`src/rtl/pwlti_pkg.sv`:
```
// ----------------------------------------------------------------------------
// pwlti_pkg: shared types and constants of the interpolation table
// Request and result structs, command and status codes, and the widths
// used by the serial divider.
// ----------------------------------------------------------------------------
`default_nettype none

package pwlti_pkg;

	// Field widths of the external interface.
	localparam int unsigned VAL_W  = 16;
	localparam int unsigned IDX_W  = 5;
	localparam int unsigned PTS_W  = 6;
	localparam int unsigned STAT_W = 2;

	// Serial divider: quotient magnitude width and step counter width.
	localparam int unsigned QUO_W = 2 * VAL_W;
	localparam int unsigned CNT_W = $clog2(QUO_W);

	// Command codes.
	localparam logic CMD_LOAD  = 1'b0;
	localparam logic CMD_QUERY = 1'b1;

	// Result status codes.
	localparam logic [STAT_W-1:0] ST_INTERP     = 2'd0;
	localparam logic [STAT_W-1:0] ST_CLAMP_LO   = 2'd1;
	localparam logic [STAT_W-1:0] ST_CLAMP_HI   = 2'd2;
	localparam logic [STAT_W-1:0] ST_TOO_FEW    = 2'd3;

	typedef struct packed {
		logic                    cmd;
		logic [IDX_W-1:0]        entry_index;
		logic signed [VAL_W-1:0] entry_x;
		logic signed [VAL_W-1:0] entry_y;
		logic signed [VAL_W-1:0] query_x;
	} pwlti_in_t;

	typedef struct packed {
		logic signed [VAL_W-1:0] y_result;
		logic [STAT_W-1:0]       status;
	} pwlti_out_t;

endpackage

`default_nettype wire

```
`src/rtl/pwlti_ram.sv`:
```
// ----------------------------------------------------------------------------
// pwlti_ram: generic single-port-write, single-port-read RAM
// One write and one registered read per cycle.
// ----------------------------------------------------------------------------
`default_nettype none

module pwlti_ram #(
	parameter int unsigned WIDTH = 32,
	parameter int unsigned DEPTH = 32
) (
	input  wire logic                     clk,
	input  wire logic                     we,
	input  wire logic [$clog2(DEPTH)-1:0] waddr,
	input  wire logic [WIDTH-1:0]         wdata,
	input  wire logic [$clog2(DEPTH)-1:0] raddr,
	output logic      [WIDTH-1:0]         rdata
);

	logic [WIDTH-1:0] mem_q [DEPTH];

	// Write port and registered read port.
	always_ff @(posedge clk) begin
		if (we) begin
			mem_q[waddr] <= wdata;
		end
		rdata <= mem_q[raddr];
	end

endmodule

`default_nettype wire

```
`src/rtl/piecewise_linear_table_interp_unit.sv`:
```
// ----------------------------------------------------------------------------
// piecewise_linear_table_interp_unit: breakpoint table with linear lookup
// Stores up to MAX_POINTS (x, y) breakpoints and answers queries by
// piecewise-linear interpolation with a scan and a serial divider.
// ----------------------------------------------------------------------------
// Usage:
// The in channel carries requests. A load request (cmd = 0) writes one
// breakpoint pair in its accept cycle and returns no result. A query request
// (cmd = 1) returns one result on the out channel: the interpolated or clamped
// y with a status code. The point count is written through cfg_wdata with
// cfg_we; the user writes it only while the unit is idle, the block does not enforce it.
// A query reads entry 0 and the last entry to find the table direction, then
// scans one breakpoint per cycle through the table RAM read port. An
// interior hit between distinct x values then passes through a multiply
// state, a divider setup state, the restoring divider and a final state
// to add and saturate. With fewer than two points a query goes straight
// to its result, and a first-point clamp ends after the direction check.
// A load leaves the sequencer idle, so it does not hold back the next request.
// in_ready is high only while the sequencer is idle; one query is worked on
// at a time. The result sits in an output register, so a stalled receiver
// does not block loads, but a finished query waits for that register.
// Reset clears the point count and the handshake state; table contents are
// undefined until loaded.
// ----------------------------------------------------------------------------
`default_nettype none

module piecewise_linear_table_interp_unit #(
	parameter int unsigned MAX_POINTS = 32
) (
	input  wire logic                        clk,
	input  wire logic                        arst_n,
	input  wire logic                        in_valid,
	output logic                             in_ready,
	input  wire pwlti_pkg::pwlti_in_t        in_data,
	output logic                             out_valid,
	input  wire logic                        out_ready,
	output pwlti_pkg::pwlti_out_t            out_data,
	input  wire logic                        cfg_we,
	input  wire logic [pwlti_pkg::PTS_W-1:0] cfg_wdata
);

	import pwlti_pkg::*;

	localparam int unsigned AW = $clog2(MAX_POINTS);
	localparam int unsigned NW = $clog2(MAX_POINTS + 1);
	localparam int unsigned DW = VAL_W + 1;

	typedef enum logic [3:0] {
		S_IDLE, S_RD0, S_RD1, S_CHK0, S_SCAN, S_MUL, S_DINIT, S_DIV, S_FIN, S_DONE
	} state_t;

	state_t                  state_q;
	logic [PTS_W-1:0]        points_q;
	logic                    out_valid_q;
	pwlti_out_t              out_q;
	pwlti_out_t              res_q;

	logic [AW-1:0]           addr_q;
	logic [AW-1:0]           idx_q;
	logic [AW-1:0]           last_q;
	logic signed [VAL_W-1:0] q_q;
	logic signed [VAL_W-1:0] prev_x_q;
	logic signed [VAL_W-1:0] prev_y_q;
	logic                    asc_q;

	logic signed [DW-1:0]    dy_q;
	logic signed [DW-1:0]    dx_q;
	logic signed [DW-1:0]    span_q;
	logic signed [2*DW-1:0]  prod_q;

	logic [QUO_W-1:0]        quo_q;
	logic [VAL_W-1:0]        rem_q;
	logic [VAL_W-1:0]        den_q;
	logic                    neg_q;
	logic [CNT_W-1:0]        cnt_q;

	logic                    ram_we;
	logic [AW-1:0]           ram_waddr;
	logic [2*VAL_W-1:0]      ram_wdata;
	logic [2*VAL_W-1:0]      ram_rdata;

	logic signed [VAL_W-1:0] rd_x;
	logic signed [VAL_W-1:0] rd_y;
	logic [NW-1:0]           n_pts;
	logic                    in_fire;
	logic                    asc_now;
	logic                    hit0;
	logic                    hit;
	logic [VAL_W:0]          trial;
	logic [VAL_W+1:0]        diff;
	logic                    ge;
	logic signed [QUO_W:0]   squo;
	logic signed [QUO_W+1:0] sum;
	logic signed [VAL_W-1:0] sat_y;

	assign in_ready  = (state_q == S_IDLE);
	assign in_fire   = in_valid && in_ready;
	assign out_valid = out_valid_q;
	assign out_data  = out_q;

	// Table RAM holds {x, y}; loads write only in the accept cycle.
	assign ram_we    = in_fire && (in_data.cmd == CMD_LOAD) &&
		(32'(in_data.entry_index) < 32'(MAX_POINTS));
	assign ram_waddr = AW'(in_data.entry_index);
	assign ram_wdata = {in_data.entry_x, in_data.entry_y};

	pwlti_ram #(
		.WIDTH(2 * VAL_W),
		.DEPTH(MAX_POINTS)
	) u_table (
		.clk  (clk),
		.we   (ram_we),
		.waddr(ram_waddr),
		.wdata(ram_wdata),
		.raddr(addr_q),
		.rdata(ram_rdata)
	);

	assign rd_x = ram_rdata[2*VAL_W-1:VAL_W];
	assign rd_y = ram_rdata[VAL_W-1:0];

	// Effective point count, saturated to the table depth.
	always_comb begin
		if (32'(points_q) > 32'(MAX_POINTS)) begin
			n_pts = NW'(MAX_POINTS);
		end else begin
			n_pts = NW'(points_q);
		end
	end

	// Direction and hit compares for the scan.
	assign asc_now = prev_x_q < rd_x;
	assign hit0    = asc_now ? (q_q <= prev_x_q) : (q_q >= prev_x_q);
	assign hit     = asc_q ? (q_q <= rd_x) : (q_q >= rd_x);

	// One restoring divide step on magnitudes.
	assign trial = {rem_q, quo_q[QUO_W-1]};
	assign diff  = {1'b0, trial} - {2'b00, den_q};
	assign ge    = ~diff[VAL_W+1];

	// Signed quotient added to the lower y, then saturated.
	assign squo = neg_q ? -$signed({1'b0, quo_q}) : $signed({1'b0, quo_q});
	assign sum  = (QUO_W+2)'(prev_y_q) + (QUO_W+2)'(squo);
	always_comb begin
		if (sum > (QUO_W+2)'(32767)) begin
			sat_y = 16'sd32767;
		end else if (sum < -(QUO_W+2)'(32768)) begin
			sat_y = -16'sd32768;
		end else begin
			sat_y = sum[VAL_W-1:0];
		end
	end

	// Sequencer, datapath registers and result handshake.
	always_ff @(posedge clk or negedge arst_n) begin
		if (!arst_n) begin
			state_q     <= S_IDLE;
			points_q    <= '0;
			out_valid_q <= 1'b0;
		end else begin
			if (cfg_we) begin
				points_q <= cfg_wdata;
			end
			if (out_valid_q && out_ready && (state_q != S_DONE)) begin
				out_valid_q <= 1'b0;
			end

			unique case (state_q)
				S_IDLE: begin
					if (in_fire && (in_data.cmd == CMD_QUERY)) begin
						q_q    <= in_data.query_x;
						last_q <= AW'(n_pts - 1'b1);
						addr_q <= '0;
						if (n_pts < NW'(2)) begin
							res_q.y_result <= '0;
							res_q.status   <= ST_TOO_FEW;
							state_q        <= S_DONE;
						end else begin
							state_q <= S_RD0;
						end
					end
				end
				S_RD0: begin
					addr_q  <= last_q;
					state_q <= S_RD1;
				end
				S_RD1: begin
					prev_x_q <= rd_x;
					prev_y_q <= rd_y;
					addr_q   <= AW'(1);
					state_q  <= S_CHK0;
				end
				S_CHK0: begin
					// Read data is the last entry here.
					asc_q  <= asc_now;
					idx_q  <= AW'(1);
					addr_q <= AW'(2);
					if (hit0) begin
						res_q.y_result <= prev_y_q;
						res_q.status   <= ST_CLAMP_LO;
						state_q        <= S_DONE;
					end else begin
						state_q <= S_SCAN;
					end
				end
				S_SCAN: begin
					if (hit) begin
						dy_q   <= DW'(rd_y) - DW'(prev_y_q);
						dx_q   <= DW'(q_q) - DW'(prev_x_q);
						span_q <= DW'(rd_x) - DW'(prev_x_q);
						if (rd_x == prev_x_q) begin
							res_q.y_result <= prev_y_q;
							res_q.status   <= ST_INTERP;
							state_q        <= S_DONE;
						end else begin
							state_q <= S_MUL;
						end
					end else if (idx_q == last_q) begin
						res_q.y_result <= rd_y;
						res_q.status   <= ST_CLAMP_HI;
						state_q        <= S_DONE;
					end else begin
						prev_x_q <= rd_x;
						prev_y_q <= rd_y;
						idx_q    <= idx_q + 1'b1;
						addr_q   <= addr_q + 1'b1;
					end
				end
				S_MUL: begin
					prod_q  <= dy_q * dx_q;
					state_q <= S_DINIT;
				end
				S_DINIT: begin
					neg_q   <= prod_q[2*DW-1] ^ span_q[DW-1];
					quo_q   <= prod_q[2*DW-1] ? QUO_W'(-prod_q) : prod_q[QUO_W-1:0];
					den_q   <= span_q[DW-1] ? VAL_W'(-span_q) : span_q[VAL_W-1:0];
					rem_q   <= '0;
					cnt_q   <= '0;
					state_q <= S_DIV;
				end
				S_DIV: begin
					rem_q <= ge ? diff[VAL_W-1:0] : trial[VAL_W-1:0];
					quo_q <= {quo_q[QUO_W-2:0], ge};
					cnt_q <= cnt_q + 1'b1;
					if (cnt_q == CNT_W'(QUO_W - 1)) begin
						state_q <= S_FIN;
					end
				end
				S_FIN: begin
					res_q.y_result <= sat_y;
					res_q.status   <= ST_INTERP;
					state_q        <= S_DONE;
				end
				S_DONE: begin
					// Hand the result over once the output register is free.
					if (!out_valid_q || out_ready) begin
						out_q       <= res_q;
						out_valid_q <= 1'b1;
						state_q     <= S_IDLE;
					end
				end
				default: begin
					state_q <= S_IDLE;
				end
			endcase
		end
	end

endmodule

`default_nettype wire

```
`config.mk`:
```
export PLATFORM = sky130hd
export DESIGN_NAME = piecewise_linear_table_interp_unit
export DESIGN_NICKNAME = d
export VERILOG_FILES = /design/src/rtl/pwlti_pkg.sv /design/src/rtl/pwlti_ram.sv /design/src/rtl/piecewise_linear_table_interp_unit.sv
export SDC_FILE = /design/constraint.sdc
export NUM_CORES = 2
export LEC_CHECK = 0
export ABC_AREA = 1
export BUFFER_PORTS_ARGS = -buffer_cell sky130_fd_sc_hd__buf_2
export CORE_ASPECT_RATIO = 0.8
export CORE_MARGIN = 5
export CORE_UTILIZATION = 50
export CTS_BUF_LIST = sky130_fd_sc_hd__clkbuf_8 sky130_fd_sc_hd__clkbuf_16
export CTS_CLUSTER_DIAMETER = 60
export DETAILED_ROUTE_END_ITERATION = 10
export GPL_ROUTABILITY_DRIVEN = 0
export PLACE_DENSITY = 0.63
export SETUP_SLACK_MARGIN = 0.02
export SKIP_LAST_GASP = 1
export SLEW_MARGIN = 30
export SYNTH_ARGS = -nofsm -noshare
export SYNTH_HDL_FRONTEND = slang
export SYNTH_HIERARCHICAL = 1
export SYNTH_SLANG_ARGS = --single-unit
```
`constraint.sdc`:
```
create_clock -name clk -period 15.1 [get_ports clk]
set_input_delay 2.265 -clock clk [delete_from_list [all_inputs] [get_ports clk]]
set_output_delay 2.265 -clock clk [all_outputs]
set_load 0.02 [all_outputs]
```
==> results.toml <==
[status]
status = "completed"

[routing]
drt-vias-per-instance = 5.51
drc = 0
drtPass1Iterations = 5
ant_nets = 0
wirelength_um = 191000
drt_iter0_drc = 5042
wire_per_inst_um = 21.3
vias = 49260

[synth]
yosys_warnings = 6
synth_most_common_cell = "nand2_1"
yosys.cell_types.count = 61
synth_nets = 7545
yosysTopAreaCell = "edfxtp_1"
synth-seq-cells = 1321
synth_edf_count = 1278
synthTopCellsByCount = "2249 x nand2_1, 1278 x edfxtp_1, 893 x nand3_1"
yosysSeqAreaShare_pct = 55.2
synth-main-ff-cell = "edfxtp_1"
synthArstFlopShare_pct = 0.833
synth.avg_cell_area_um2 = 10.2
synthTopCellsByArea = "edfxtp_1 54%, nand2_1 12%, fa_1 8.5%, nand3_1 6.3%, inv_1 4.0%"
syn_area_um2 = 71100
synth_cells = 6973
yosysTopAreaCellShare_pct = 53.9

[clock_tree]
numClockSinks = 1321
clock_path_buffers = 3
post_cts_buffers = 0
cts_hold_buffers = 0
numCtsBuffers = 139
htree_levels = 4
clkSlewWorstSetupHoldPaths_ns = 0.06
clk_latency_ns = 0.79
cts_tree = "yes"
post_cts_resized = 0
cts_root_buf = "clkbuf_16"

[worst_setup_path]
slowest_stage = "fa_1"
critical_path.reg2reg.endpoint = "prod_q[30]"
worstPathCellList = "nand2_1 > inv_1 > fa_1 > fa_1 > inv_1 > fa_1 > inv_1 > fa_1 > fa_1 > fa_1 > ha_1 > a21oi_1 > o21ai_0 > a2111oi_0 > o21ai_0 > a21oi_1 > xnor2_1"
cp-start-kind = "flip-flop"
worst_ep_arrival_time_ns = 7.24
worstPathRequired_ns = 15.62
cp-end-kind = "flip-flop"
cpPeakStageDelay_ns = 0.88
reg2reg_from = "dx_q[2]"
rrSetupSlack_ns = 8.38
worstSetupPathType = "reg2reg"
crit_start = "dx_q[2]"
crit_fanout = 17
reg2reg_depth = 17
crit_end = "prod_q[30]"
cpMostUsedCell = "fa_1"

[timing]
hold_violations = 0
period_share_pct = 44.5
fin_tns_setup_ns = 0
finClkSkew_ns = 0.0423
max-slew-margin-rel_pct = 34.9
grt_setup_unrepaired = "false"
min_period_ns = 6.72
maxSlewViolCount = 0
max_freq_mhz = 149
tightest_slew_ns = 0.976
setup_viol = 0
hold_slack_ns = 0.429

[global_routing]
grt_pass1_vias = 47000
grt_usage_pct = 25.3
grt_remaining_overflow = 0
grt_max_degree = 230
grt_pass1_wl_um = 290000
antenna_found_initial = 18

[place]
postPlaceCellArea_um2 = 72900
port_buffers = 84
dp_cells = 8687
dpl.hpwl_um = 120000

[layout]
drive_above_1_share_pct = 6.70
stdcell_area_um2 = 77300
final.fill_count = 12268
layout.nets = 7527
synthToLayoutAreaGrowth_pct = 8.72
fin_cells = 8944

[worst_hold_path]
hp-start = "res_q[0]"
min_path_type = "reg2reg"

[floorplanning]
dieArea_um2 = 150000
die_x_um = 432
rows = 123
io_pins = 85
initial_utilization_pct = 50.5
die_y_um = 347
fp.coreArea_um2 = 141000

[pwr]
clkPwrFrac_pct = 19.5
ir_worst_vdd_v = 0.000445
pwr-share-comb_pct = 52.0
power.leakage_nw = 32.3
p_seq_share_pct = 28.5
power_density_nw_per_um2 = 218
switching_share_pct = 43.9
internal_power_mw = 9.48
switchingPower_mw = 7.41

[flow_run]
drv_cap = 0
-- final cells by class --
type	count	area (um^2)	share of cell area (%)
antenna	5	12.5	0.0162
clock buffer	143	3540	4.58
clock inverter	107	867	1.12
inverter	781	2960	3.83
multi-input combinational	4560	27300	35.3
sequential	1321	39300	50.8
tap	1875	2350	3.03
timing repair buffer	152	1040	1.34
-- kinds of logic after synthesis --
| kind of cell | share of synthesized area (%) |
|---|---|
| AND/OR/NAND/NOR | 20.6 |
| flip-flops | 55.2 |
| buffers and inverters | 6.83 |
| adder cells (fa/ha/maj) | 12.1 |
| AO/OA/AOI/OAI | 2.88 |
| XOR/XNOR | 2.33 |
| multiplexers | 0.0475 |
-- power groups by stage --
stage / logic (mW) / clock network, mW / registers, mW
CTS: 8.75 / 3.35 / 4.81
global placement: 8.60 / 0 / 4.88
floorplan: 6.60 / 0 / 4.77
finish: 8.79 / 3.29 / 4.82
detailed placement: 8.70 / 0 / 4.89
global route: 9.87 / 3.50 / 4.83
-- state kept, by name, summed over array words and instances, names as in the netlist, 6 cells and up --
| name | count |
|---|---|
| u_table/mem_q | 1024 |
| prod_q | 33 |
| quo_q | 32 |
| u_table/rdata | 32 |
| out_data | 18 |
| res_q | 18 |
| dx_q | 17 |
| dy_q | 17 |
| span_q | 17 |
| den_q | 16 |
| prev_x_q | 16 |
| prev_y_q | 16 |
| q_q | 16 |
| rem_q | 16 |
| points_q | 6 |
-- stage by stage --
stage | util (%) | power (mW) | worst slack (ns)
floorplan | - | 11.4 | 8.56
global placement | 51.7 | 13.5 | 8.50
detailed placement | 51.7 | 13.6 | 8.39
CTS | 54.8 | 16.9 | 8.33
global route | 54.9 | 18.2 | 7.87
finish | 54.9 | 16.9 | 8.38
-- worst min-delay path by stage --
stage                   end  slack [ns]  cells after the start
2_1_floorplan   out_data[0]        0.40                      0
3_3_place_gp    out_data[0]        0.41                      0
3_5_place_dp    out_data[0]        0.41                      0
4_1_cts         out_data[1]        0.43                      0
5_1_grt        out_data[14]        0.44                      0
6_report        out_data[0]        0.43                      0
-- worst max-delay path, delay by kind of cell, from the launching register on --
family	cells	cell delay, ns
fa+ha+maj	7	3.79
compound gates	5	1.16
flops	1	0.82
buf+inv	3	0.41
simple gates	1	0.20
xor+xnor	1	0.08
-- cells in the final DEF, fill, tap and decap left out, drive strengths merged, types with 3 or more instances in the layout --
cell type,instances
bufinv,5
clkbuf,143
a21boi,3
diode,5
o21a,3
dfxtp,32
o21ai,138
clkinvlp,4
xor2,123
o21bai,8
nand2,2263
a2111oi,4
a22oi,16
nand3,904
a31oi,19
nand4,22
or2,18
o22ai,4
o211ai,6
fa,301
xnor2,65
nor4,13
nor3,37
nor2,228
clkinv,57
a21o,6
inv,822
a21oi,142
mux2,3
buf,152
edfxtp,1278
ha,206
and2,4
a211oi,3
o31ai,8
dfrtp,11
-- routing by layer --
metal,global-route usage [%],up-vias,wire (um)
met2,39.0,1897,86300
met5,0,-,114
li1,-,22990,-
met1,37.0,24048,83600
met3,4.23,309,14700
met4,7.75,16,5960
No activity file was read; power rests on OpenSTA's default activity.
